==> src/imu_dr_pkg.sv <==
// ---------------------------------------------------------------------------
// imu_dr_pkg
// shared types and widths for the imu dead reckoning pipeline
// ---------------------------------------------------------------------------
`default_nettype none

package imu_dr_pkg;

   // serial multiplier operand widths
   localparam int MUL_A_W = 34;
   localparam int MUL_B_W = 18;
   localparam int MUL_P_W = MUL_A_W + MUL_B_W;

   typedef struct packed {
      logic        [15:0] time_step;
      logic        [14:0] still_threshold;
      logic        [4:0]  still_count_needed;
      logic        [15:0] velocity_decay;
      logic        [15:0] filter_input_scale;
      logic signed [17:0] filter_feedback_older;
      logic signed [17:0] filter_feedback_newer;
   } cfg_type;

   typedef struct packed {
      logic signed [15:0] smooth;
      logic signed [31:0] velocity;
      logic signed [31:0] position;
   } axis_result_type;

endpackage

`default_nettype wire

==> src/imu_dr_mult.sv <==
// ---------------------------------------------------------------------------
// imu_dr_mult
// bit-serial signed multiplier, one multiplier bit per cycle
// ---------------------------------------------------------------------------
`default_nettype none

module imu_dr_mult import imu_dr_pkg::*; (
   input  wire logic                      clock,
   input  wire logic                      reset,
   input  wire logic                      start,
   input  wire logic signed [MUL_A_W-1:0] a,
   input  wire logic signed [MUL_B_W-1:0] b,
   output logic                           done,
   output logic signed [MUL_P_W-1:0]      p
);

   localparam int CNT_W = $clog2(MUL_B_W);

   logic signed [MUL_A_W-1:0] a_ff;
   logic signed [MUL_A_W:0]   hi_ff;
   logic        [MUL_B_W-1:0] lo_ff;
   logic        [CNT_W-1:0]   cnt_ff;
   logic                      busy_ff;
   logic                      done_ff;

   logic                      last;
   logic signed [MUL_A_W+1:0] a_ext;
   logic signed [MUL_A_W+1:0] addend;
   logic signed [MUL_A_W+1:0] hs_in;

   always_comb begin
      last  = (cnt_ff == CNT_W'(MUL_B_W - 1));
      a_ext = (MUL_A_W+2)'(a_ff);
      // top bit of b carries negative weight
      if (lo_ff[0]) begin
         addend = last ? -a_ext : a_ext;
      end else begin
         addend = '0;
      end
      hs_in = (MUL_A_W+2)'(hi_ff) + addend;
   end

   always_ff @(posedge clock) begin
      if (reset) begin
         busy_ff <= 1'b0;
         done_ff <= 1'b0;
         cnt_ff  <= '0;
      end else begin
         done_ff <= 1'b0;
         if (start) begin
            a_ff    <= a;
            hi_ff   <= '0;
            lo_ff   <= b;
            cnt_ff  <= '0;
            busy_ff <= 1'b1;
         end else if (busy_ff) begin
            hi_ff  <= hs_in[MUL_A_W+1:1];
            lo_ff  <= {hs_in[0], lo_ff[MUL_B_W-1:1]};
            cnt_ff <= cnt_ff + CNT_W'(1);
            if (last) begin
               busy_ff <= 1'b0;
               done_ff <= 1'b1;
            end
         end
      end
   end

   assign done = done_ff;
   assign p    = $signed(MUL_P_W'({hi_ff, lo_ff}));

endmodule

`default_nettype wire

==> src/imu_dr_div.sv <==
// ---------------------------------------------------------------------------
// imu_dr_div
// restoring divider by a fixed divisor, one quotient bit per cycle
// ---------------------------------------------------------------------------
`default_nettype none

module imu_dr_div #(
   parameter int WIDTH   = 21,
   parameter int DIVISOR = 10
) (
   input  wire logic             clock,
   input  wire logic             reset,
   input  wire logic             start,
   input  wire logic [WIDTH-1:0] dividend,
   output logic                  done,
   output logic [WIDTH-1:0]      quotient
);

   localparam int RW    = $clog2(DIVISOR) + 1;
   localparam int CNT_W = $clog2(WIDTH + 1);

   logic [WIDTH-1:0] uq_ff;
   logic [RW-1:0]    rem_ff;
   logic [CNT_W-1:0] cnt_ff;
   logic             busy_ff;
   logic             done_ff;

   logic [RW:0]      trial_in;
   logic             qbit_in;
   logic [RW:0]      diff_in;

   always_comb begin
      trial_in = {rem_ff, uq_ff[WIDTH-1]};
      qbit_in  = (trial_in >= (RW+1)'(DIVISOR));
      diff_in  = trial_in - (RW+1)'(DIVISOR);
   end

   always_ff @(posedge clock) begin
      if (reset) begin
         busy_ff <= 1'b0;
         done_ff <= 1'b0;
         cnt_ff  <= '0;
      end else begin
         done_ff <= 1'b0;
         if (start) begin
            uq_ff   <= dividend;
            rem_ff  <= '0;
            cnt_ff  <= '0;
            busy_ff <= 1'b1;
         end else if (busy_ff) begin
            uq_ff  <= {uq_ff[WIDTH-2:0], qbit_in};
            rem_ff <= qbit_in ? diff_in[RW-1:0] : trial_in[RW-1:0];
            cnt_ff <= cnt_ff + CNT_W'(1);
            if (cnt_ff == CNT_W'(WIDTH - 1)) begin
               busy_ff <= 1'b0;
               done_ff <= 1'b1;
            end
         end
      end
   end

   assign done     = done_ff;
   assign quotient = uq_ff;

endmodule

`default_nettype wire

==> src/imu_dr_axis.sv <==
// ---------------------------------------------------------------------------
// imu_dr_axis
// one axis lane: filter, smoothing window, velocity and position integration
// ---------------------------------------------------------------------------
`default_nettype none

module imu_dr_axis import imu_dr_pkg::*; #(
   parameter int HISTORY_DEPTH  = 25,
   parameter int AVERAGE_WINDOW = 10
) (
   input  wire logic               clock,
   input  wire logic               reset,
   input  wire cfg_type            cfg,
   input  wire logic               start,
   input  wire logic signed [15:0] sample,
   input  wire logic               ack,
   output logic                    done,
   output axis_result_type         result
);

   localparam int IDX_W = $clog2(HISTORY_DEPTH);
   localparam int CNT_W = $clog2(HISTORY_DEPTH + 1);
   localparam int CMP_W = CNT_W + 5;
   localparam int SUM_W = 17 + $clog2(AVERAGE_WINDOW + 1);
   localparam logic signed [SUM_W-1:0] HALF_WINDOW = SUM_W'(AVERAGE_WINDOW / 2);

   typedef enum logic [3:0] {
      ST_IDLE, ST_SCALE, ST_OLDER, ST_NEWER, ST_FILT, ST_PUSH1, ST_SCAN,
      ST_DIV_GO, ST_DIV, ST_PUSH2, ST_VEL, ST_DECAY_GO, ST_DECAY, ST_POS_GO,
      ST_POS, ST_DONE
   } state_type;

   function automatic logic signed [63:0] rnd(input logic signed [63:0] v, input int s);
      return (v + (64'sd1 <<< (s - 1))) >>> s;
   endfunction

   function automatic logic signed [63:0] clamp(input logic signed [63:0] v, input int w);
      logic signed [63:0] hi;
      logic signed [63:0] lo;
      hi = (64'sd1 <<< (w - 1)) - 64'sd1;
      lo = -hi - 64'sd1;
      return (v > hi) ? hi : ((v < lo) ? lo : v);
   endfunction

   state_type                 state_ff;
   logic signed [15:0]        sample_ff;
   logic                      primed_ff;
   logic signed [23:0]        xs_ff [3];
   logic signed [23:0]        ys_ff [3];
   logic signed [42:0]        fb_ff;
   logic signed [15:0]        filt_ff;
   logic signed [15:0]        avg_ff;
   logic signed [15:0]        win_ff [HISTORY_DEPTH];
   logic        [IDX_W-1:0]   idx_ff;
   logic signed [SUM_W-1:0]   sum_ff;
   logic        [CNT_W-1:0]   cnt_ff;
   logic                      neg_ff;
   logic signed [15:0]        prior_ff;
   logic signed [31:0]        sn_ff;
   logic signed [31:0]        sb_ff;
   logic signed [31:0]        place_ff;
   logic                      mul_start_ff;
   logic signed [MUL_A_W-1:0] mul_a_ff;
   logic signed [MUL_B_W-1:0] mul_b_ff;
   logic                      div_start_ff;
   logic        [SUM_W-1:0]   div_u_ff;

   logic                      mul_done;
   logic signed [MUL_P_W-1:0] prod;
   logic                      div_done;
   logic        [SUM_W-1:0]   div_q;

   logic signed [16:0]        thr;
   logic signed [16:0]        head17;
   logic signed [16:0]        avg17;
   logic                      head_in_bound;
   logic                      avg_in_bound;
   logic signed [23:0]        x_scaled;
   logic signed [63:0]        y_full;
   logic signed [SUM_W-1:0]   n_biased;
   logic signed [SUM_W-1:0]   q_signed;
   logic signed [63:0]        vel_sum;
   logic                      still;

   imu_dr_mult u_mult (
      .clock (clock),
      .reset (reset),
      .start (mul_start_ff),
      .a     (mul_a_ff),
      .b     (mul_b_ff),
      .done  (mul_done),
      .p     (prod)
   );

   imu_dr_div #(
      .WIDTH   (SUM_W),
      .DIVISOR (AVERAGE_WINDOW)
   ) u_div (
      .clock    (clock),
      .reset    (reset),
      .start    (div_start_ff),
      .dividend (div_u_ff),
      .done     (div_done),
      .quotient (div_q)
   );

   always_comb begin
      thr           = $signed({2'b00, cfg.still_threshold});
      head17        = 17'(win_ff[0]);
      avg17         = 17'(avg_ff);
      head_in_bound = (head17 <= thr) && (head17 >= -thr);
      avg_in_bound  = (avg17 <= thr) && (avg17 >= -thr);
      x_scaled      = 24'(clamp(rnd(64'(prod), 10), 24));
      y_full        = 64'(xs_ff[0]) + (64'(xs_ff[1]) <<< 1) + 64'(xs_ff[2])
                    + rnd(64'(fb_ff) + 64'(prod), 16);
      n_biased      = sum_ff + HALF_WINDOW;
      // floor division of a negative value: ~((~n) / d)
      q_signed      = neg_ff ? $signed(~div_q) : $signed(div_q);
      vel_sum       = 64'(sn_ff) + rnd(64'(prod), 9);
      still         = (CMP_W'(cnt_ff) >= CMP_W'(cfg.still_count_needed));
   end

   always_ff @(posedge clock) begin
      if (reset) begin
         state_ff     <= ST_IDLE;
         primed_ff    <= 1'b0;
         mul_start_ff <= 1'b0;
         div_start_ff <= 1'b0;
         prior_ff     <= '0;
         sn_ff        <= '0;
         sb_ff        <= '0;
         place_ff     <= '0;
         for (int i = 0; i < 3; i++) begin
            xs_ff[i] <= '0;
            ys_ff[i] <= '0;
         end
         for (int i = 0; i < HISTORY_DEPTH; i++) begin
            win_ff[i] <= '0;
         end
      end else begin
         mul_start_ff <= 1'b0;
         div_start_ff <= 1'b0;
         unique case (state_ff)
            ST_IDLE: begin
               if (start) begin
                  sample_ff    <= sample;
                  mul_a_ff     <= MUL_A_W'(sample);
                  mul_b_ff     <= $signed({2'b00, cfg.filter_input_scale});
                  mul_start_ff <= 1'b1;
                  state_ff     <= ST_SCALE;
               end
            end
            ST_SCALE: begin
               if (mul_done) begin
                  if (!primed_ff) begin
                     // first sample loads the whole filter history
                     primed_ff <= 1'b1;
                     for (int i = 0; i < 3; i++) begin
                        xs_ff[i] <= x_scaled;
                        ys_ff[i] <= 24'(64'(sample_ff) <<< 6);
                     end
                     filt_ff  <= sample_ff;
                     state_ff <= ST_PUSH1;
                  end else begin
                     xs_ff[0]     <= xs_ff[1];
                     xs_ff[1]     <= xs_ff[2];
                     xs_ff[2]     <= x_scaled;
                     ys_ff[0]     <= ys_ff[1];
                     ys_ff[1]     <= ys_ff[2];
                     mul_a_ff     <= MUL_A_W'(ys_ff[1]);
                     mul_b_ff     <= cfg.filter_feedback_older;
                     mul_start_ff <= 1'b1;
                     state_ff     <= ST_OLDER;
                  end
               end
            end
            ST_OLDER: begin
               if (mul_done) begin
                  fb_ff        <= 43'(prod);
                  mul_a_ff     <= MUL_A_W'(ys_ff[1]);
                  mul_b_ff     <= cfg.filter_feedback_newer;
                  mul_start_ff <= 1'b1;
                  state_ff     <= ST_NEWER;
               end
            end
            ST_NEWER: begin
               if (mul_done) begin
                  ys_ff[2] <= 24'(clamp(y_full, 24));
                  state_ff <= ST_FILT;
               end
            end
            ST_FILT: begin
               filt_ff  <= 16'(clamp(rnd(64'(ys_ff[2]), 6), 16));
               state_ff <= ST_PUSH1;
            end
            ST_PUSH1: begin
               for (int i = HISTORY_DEPTH - 1; i > 0; i--) begin
                  win_ff[i] <= win_ff[i-1];
               end
               win_ff[0] <= filt_ff;
               idx_ff    <= '0;
               sum_ff    <= '0;
               cnt_ff    <= '0;
               state_ff  <= ST_SCAN;
            end
            ST_SCAN: begin
               // rotate once around; the oldest entry drops at the second push
               for (int i = 0; i < HISTORY_DEPTH - 1; i++) begin
                  win_ff[i] <= win_ff[i+1];
               end
               win_ff[HISTORY_DEPTH-1] <= win_ff[0];
               if (int'(idx_ff) < AVERAGE_WINDOW) begin
                  sum_ff <= sum_ff + SUM_W'(win_ff[0]);
               end
               if ((idx_ff != IDX_W'(HISTORY_DEPTH - 1)) && head_in_bound) begin
                  cnt_ff <= cnt_ff + CNT_W'(1);
               end
               idx_ff <= idx_ff + IDX_W'(1);
               if (idx_ff == IDX_W'(HISTORY_DEPTH - 1)) begin
                  state_ff <= ST_DIV_GO;
               end
            end
            ST_DIV_GO: begin
               neg_ff       <= n_biased[SUM_W-1];
               div_u_ff     <= n_biased[SUM_W-1] ? ~n_biased : n_biased;
               div_start_ff <= 1'b1;
               state_ff     <= ST_DIV;
            end
            ST_DIV: begin
               if (div_done) begin
                  avg_ff   <= 16'(clamp(64'(q_signed), 16));
                  state_ff <= ST_PUSH2;
               end
            end
            ST_PUSH2: begin
               for (int i = HISTORY_DEPTH - 1; i > 0; i--) begin
                  win_ff[i] <= win_ff[i-1];
               end
               win_ff[0] <= avg_ff;
               if (avg_in_bound) begin
                  cnt_ff <= cnt_ff + CNT_W'(1);
               end
               mul_a_ff     <= MUL_A_W'(prior_ff) + MUL_A_W'(avg_ff);
               mul_b_ff     <= $signed({2'b00, cfg.time_step});
               mul_start_ff <= 1'b1;
               state_ff     <= ST_VEL;
            end
            ST_VEL: begin
               if (mul_done) begin
                  prior_ff <= avg_ff;
                  sb_ff    <= sn_ff;
                  sn_ff    <= 32'(clamp(vel_sum, 32));
                  state_ff <= still ? ST_DECAY_GO : ST_POS_GO;
               end
            end
            ST_DECAY_GO: begin
               mul_a_ff     <= MUL_A_W'(sn_ff);
               mul_b_ff     <= $signed({2'b00, cfg.velocity_decay});
               mul_start_ff <= 1'b1;
               state_ff     <= ST_DECAY;
            end
            ST_DECAY: begin
               if (mul_done) begin
                  sb_ff    <= sn_ff;
                  sn_ff    <= 32'(clamp(rnd(64'(prod), 16), 32));
                  state_ff <= ST_POS_GO;
               end
            end
            ST_POS_GO: begin
               mul_a_ff     <= MUL_A_W'(sb_ff) + MUL_A_W'(sn_ff);
               mul_b_ff     <= $signed({2'b00, cfg.time_step});
               mul_start_ff <= 1'b1;
               state_ff     <= ST_POS;
            end
            ST_POS: begin
               if (mul_done) begin
                  place_ff <= 32'(clamp(64'(place_ff) + rnd(64'(prod), 17), 32));
                  state_ff <= ST_DONE;
               end
            end
            ST_DONE: begin
               if (ack) begin
                  state_ff <= ST_IDLE;
               end
            end
            default: begin
               state_ff <= ST_IDLE;
            end
         endcase
      end
   end

   assign done            = (state_ff == ST_DONE);
   assign result.smooth   = prior_ff;
   assign result.velocity = sn_ff;
   assign result.position = place_ff;

endmodule

`default_nettype wire

==> config.mk <==
export PLATFORM = sky130hd
export DESIGN_NAME = imu_dr_axis
export DESIGN_NICKNAME = d
export VERILOG_FILES = /design/src/imu_dr_pkg.sv /design/src/imu_dr_mult.sv /design/src/imu_dr_div.sv /design/src/imu_dr_axis.sv
export SDC_FILE = /design/constraint.sdc
export NUM_CORES = 2
export LEC_CHECK = 0
export BUFFER_PORTS_ARGS = -buffer_cell sky130_fd_sc_hd__buf_4
export CAP_MARGIN = 20
export CORE_MARGIN = 1.5
export CORE_UTILIZATION = 40
export DETAILED_ROUTE_END_ITERATION = 8
export HOLD_SLACK_MARGIN = 0.06
export PLACE_DENSITY = 0.61
export SETUP_SLACK_MARGIN = 0.2
export SLEW_MARGIN = 30
export SYNTH_ARGS = -nofsm -noshare
export SYNTH_HDL_FRONTEND = slang
export SYNTH_SLANG_ARGS = --single-unit
==> constraint.sdc <==
create_clock -name clock -period 15 [get_ports clock]
set_clock_uncertainty 0.2 [all_clocks]
set_input_delay 2.25 -clock clock [delete_from_list [all_inputs] [get_ports clock]]
set_output_delay 2.25 -clock clock [all_outputs]
set_load 0.005 [all_outputs]
==> impl_metrics.prom <==
# TYPE chip_impl_metric gauge
chip_impl_info{name="run_status",value="completed"} 1
chip_impl_metric{name="drtPass1Iterations",unit=""} 6
chip_impl_metric{name="post-cts-setup-buffer-count",unit=""} 0
chip_impl_metric{name="ctsResizeCount",unit=""} 0
chip_impl_metric{name="layout.filler_cells",unit=""} 14746
chip_impl_metric{name="regToRegSetupSlack",unit="ns"} 5.80
chip_impl_metric{name="place_congestion",unit=""} 1.01
chip_impl_metric{name="io_buffer_count",unit=""} 204
chip_impl_info{name="setup.worst_path.class",value="reg -> reg"} 1
chip_impl_metric{name="tightestPinTransition",unit="ns"} 1.11
chip_impl_metric{name="setup_viol",unit=""} 0
chip_impl_metric{name="worst_slew_margin_rel",unit=""} 0.254
chip_impl_metric{name="avgRoutedWirePerCell",unit="um"} 22.7
chip_impl_metric{name="cap_viol_max_count",unit=""} 0
chip_impl_metric{name="design.final.nets",unit=""} 7283
chip_impl_metric{name="fin_crit_sh",unit=""} 0.613
chip_impl_metric{name="grt_start_max_net_pins",unit=""} 215
chip_impl_metric{name="synth_compound_gate_area_share",unit=""} 0.177
chip_impl_metric{name="irDropWorstVdd",unit="V"} 0.000153
chip_impl_metric{name="detailedRoute.firstIterationViolations",unit=""} 4285
chip_impl_metric{name="dieWidth",unit="um"} 398
chip_impl_metric{name="post_synth_mux_area_share",unit=""} 0.0115
chip_impl_metric{name="ys_async_sr_fraction",unit=""} 0
chip_impl_metric{name="syn_to_final_growth",unit="%"} 12.2
chip_impl_metric{name="share_of_final_layout_standard_cells_stronger_than_drive_strength_1",unit=""} 0.0956
chip_impl_metric{name="dpl_wire_length",unit="um"} 148000
chip_impl_metric{name="timing.critical_path.required",unit="ns"} 15.36
chip_impl_metric{name="first_global_vias",unit=""} 48388
chip_impl_metric{name="post-route-min-period",unit="ns"} 9.20
chip_impl_metric{name="cts-buffers-inserted",unit=""} 110
chip_impl_metric{name="worst_skew_pair.late_latency",unit="ns"} 0.76
chip_impl_metric{name="io-pin-count",unit=""} 205
chip_impl_metric{name="postRouteAntennaNets",unit=""} 0
chip_impl_info{name="synth-main-ff-cell",value="sky130_fd_sc_hd__edfxtp_1"} 1
chip_impl_metric{name="num_rows",unit=""} 144
chip_impl_metric{name="yosys_warnings",unit=""} 0
chip_impl_metric{name="synth.avg_cell_area",unit="sq um"} 9.45
chip_impl_metric{name="finalInstanceArea",unit="sq um"} 70000
chip_impl_metric{name="totalNegativeSetupSlack",unit="ns"} 0
chip_impl_metric{name="finalPower",unit="mW"} 10.6
chip_impl_metric{name="post_synth_fa_ha_maj_area_fraction",unit=""} 0.107
chip_impl_info{name="setup.worst_path.end_class",value="register"} 1
chip_impl_metric{name="overflow",unit=""} 0
chip_impl_metric{name="fp.coreArea",unit="sq um"} 154000
chip_impl_metric{name="die_area",unit="sq um"} 158000
chip_impl_info{name="cts_tree",value="done"} 1
chip_impl_metric{name="detailroute.via_count",unit=""} 50619
chip_impl_metric{name="power_leakage",unit="nW"} 27.5
chip_impl_metric{name="synth-edff-count",unit=""} 827
chip_impl_metric{name="final_report_hold_violation_count",unit=""} 0
chip_impl_metric{name="clockBufferDepth",unit=""} 3
chip_impl_info{name="cts_root_buffer",value="sky130_fd_sc_hd__clkbuf_16"} 1
chip_impl_metric{name="place.detailed.instances",unit=""} 8602
chip_impl_metric{name="filler_free_cell_count_of_the_finished_design",unit=""} 8814
chip_impl_info{name="min_path_type",value="reg -> reg"} 1
chip_impl_metric{name="grt_pass1_wl",unit="um"} 299000
chip_impl_info{name="critPathTopFamily",value="compound AO/OA/AOI/OAI gates"} 1
chip_impl_info{name="hold_path.startpoint",value="mul_a_ff[12]"} 1
chip_impl_metric{name="clock_sinks",unit=""} 960
chip_impl_metric{name="synthSimpleGateAreaFrac",unit=""} 0.156
chip_impl_metric{name="power_per_cell_area",unit="nW/um^2"} 151
chip_impl_metric{name="ff_latch_area",unit="sq um"} 27500
chip_impl_metric{name="final_max_slew_viol_count",unit=""} 0
chip_impl_metric{name="yosys_register_bits",unit=""} 960
chip_impl_metric{name="synth_xor_xnor_area_share",unit=""} 0.0662
chip_impl_info{name="rsz0062_at_grt",value="false"} 1
chip_impl_metric{name="mappedNetlistArea",unit="sq um"} 62400
chip_impl_metric{name="cp.buffers_inverters",unit=""} 4
chip_impl_metric{name="multi_input_comb_area",unit="sq um"} 32700
chip_impl_metric{name="worst_ep_arrival_time",unit="ns"} 9.56
chip_impl_metric{name="instance_area_at_placement",unit="sq um"} 66300
chip_impl_info{name="crit_path_frequent_cell",value="sky130_fd_sc_hd__o21ai_0"} 1
chip_impl_metric{name="antenna_found_initial",unit=""} 16
chip_impl_metric{name="worst-path-max-fanout",unit=""} 23
chip_impl_metric{name="timing.critical_path.slowest_cell_delay",unit="ns"} 0.66
chip_impl_info{name="yosys-top-cells-area",value="sky130_fd_sc_hd__edfxtp_1 40%, sky130_fd_sc_hd__ha_1 8.1%, sky130_fd_sc_hd__nand2_1 6.7%"} 1
chip_impl_metric{name="cts.hold.buffers_added",unit=""} 0
chip_impl_metric{name="proportion_of_synthesized_chip_area_in_sequential_cells",unit=""} 0.441
chip_impl_metric{name="avg_vias_per_cell",unit=""} 5.74
chip_impl_metric{name="grtUsageTotal",unit=""} 0.247
chip_impl_metric{name="post_route_wl",unit="um"} 200000
chip_impl_metric{name="initial_core_utilization",unit=""} 0.404
chip_impl_metric{name="die_y",unit="um"} 398
chip_impl_metric{name="synthesis.instances",unit=""} 6604
chip_impl_metric{name="clock.fmax",unit="MHz"} 109
chip_impl_info{name="worst_r2r_startpoint",value="u_mult.lo_ff[15]"} 1
chip_impl_metric{name="syn_nets",unit=""} 7214
chip_impl_metric{name="clock_tree.htree_level_count",unit=""} 3
chip_impl_info{name="synth_top_family_by_area",value="compound AO/OA/AOI/OAI gates"} 1
chip_impl_metric{name="synth.distinct_cells",unit=""} 100
chip_impl_metric{name="worst_setup_hold_path_clk_slew",unit="ns"} 0.06
chip_impl_metric{name="post-synth-top-area-fraction",unit=""} 0.398
chip_impl_info{name="cp-startpoint",value="u_mult.lo_ff[15]"} 1
chip_impl_metric{name="detail_route.drc_violations",unit=""} 0
chip_impl_info{name="cp_slowest_cell",value="sky130_fd_sc_hd__edfxtp_1"} 1
chip_impl_info{name="worst_setup_path_start_kind",value="register"} 1
chip_impl_info{name="yosys.area.top_type",value="sky130_fd_sc_hd__edfxtp_1"} 1
[flip-flops by register name, summed over array words and instances (netlist names), 18 cells and up]
signal          count
win_ff            400
xs_ff              72
ys_ff              48
fb_ff              43
u_mult.hi_ff       35
mul_a_ff           33
u_mult.a_ff        33
place_ff           32
sb_ff              32
sn_ff              32
div_u_ff           21
sum_ff             21
u_div.quotient     21
mul_b_ff           18
u_mult.lo_ff       18
[area by class of cell]
type	instances	share of cell area
repair buffers	310	0.0354
clock buffers	141	0.0421
flip-flops and latches	960	0.393
diodes	2	0.0000715
well taps	2044	0.0365
inverters	318	0.0170
multi-input cells	4973	0.466
clock inverters	66	0.00995
[Yosys cell counts (all sizes together) (52+ instances only)]
| cell type | count |
|---|---|
| a21o | 144 |
| nand3 | 109 |
| a21oi | 688 |
| o21a | 69 |
| nor3 | 89 |
| ha | 404 |
| nand4 | 62 |
| and3 | 52 |
| and2 | 56 |
| dfxtp | 133 |
| nand2 | 1116 |
| fa | 82 |
| inv | 316 |
| o21ai | 395 |
| nand2b | 65 |
| xor2 | 181 |
| clkbuf | 289 |
| buf | 64 |
| nor2 | 438 |
| edfxtp | 827 |
| xnor2 | 290 |
[cell usage in the layout (no fill, tap or decap), types with 61 or more instances in the layout]
| cell | count |
|---|---|
| sky130_fd_sc_hd__nand4_1 | 61 |
| sky130_fd_sc_hd__a21o_1 | 144 |
| sky130_fd_sc_hd__buf_4 | 298 |
| sky130_fd_sc_hd__nand2b_1 | 65 |
| sky130_fd_sc_hd__o21a_1 | 69 |
| sky130_fd_sc_hd__dfxtp_1 | 132 |
| sky130_fd_sc_hd__xor2_1 | 181 |
| sky130_fd_sc_hd__fa_1 | 82 |
| sky130_fd_sc_hd__edfxtp_1 | 827 |
| sky130_fd_sc_hd__nand2_1 | 1110 |
| sky130_fd_sc_hd__inv_1 | 314 |
| sky130_fd_sc_hd__nor3_1 | 82 |
| sky130_fd_sc_hd__xnor2_1 | 288 |
| sky130_fd_sc_hd__a21oi_1 | 685 |
| sky130_fd_sc_hd__nor2_1 | 421 |
| sky130_fd_sc_hd__clkbuf_16 | 111 |
| sky130_fd_sc_hd__ha_1 | 404 |
| sky130_fd_sc_hd__o21ai_0 | 374 |
| sky130_fd_sc_hd__nand3_1 | 109 |
[cell families (layout without fill, tap and decap cells)]
family / after synthesis / in the layout
AND/OR/NAND/NOR: 2178 / 2178
multiplexers: 66 / 66
adder cells (fa/ha/maj): 487 / 487
buffers and inverters: 671 / 835
other: 1 / 3
XOR/XNOR: 471 / 471
flip-flops: 960 / 960
AO/OA/AOI/OAI: 1770 / 1770
[path summary, 6_finish.rpt]
kind / to / depth (start not counted)
setup / recovery: ys_ff[2][7] / 31
hold / removal: u_mult.a_ff[12] / 0
setup reg to reg: ys_ff[2][7] / 31
hold reg to reg: u_mult.a_ff[12] / 0
[power breakdown]
part | internal, mW | switching [mW]
clock network | 1.57 | 1.18
registers | 3.27 | 0.215
logic | 1.47 | 2.91
[stage by stage]
step / worst slack (ns) / hold WS [ns] / util
after floorplan: 5.71 / 0.200 / -
after global placement: 5.90 / 0.206 / 0.428
after detailed placement: 5.88 / 0.205 / 0.429
after CTS: 5.88 / 0.205 / 0.453
after global routing: 5.19 / 0.204 / 0.454
final: 5.80 / 0.202 / 0.454
[routing by layer]
metal	global-route usage	up-vias	part of all wire
met5	0	-	0.00078
met4	0.115	24	0.051
li1	-	23860	-
met1	0.315	24712	0.42
met2	0.401	1613	0.46
met3	0.0516	410	0.071
Power figures use the tool's default switching activity.
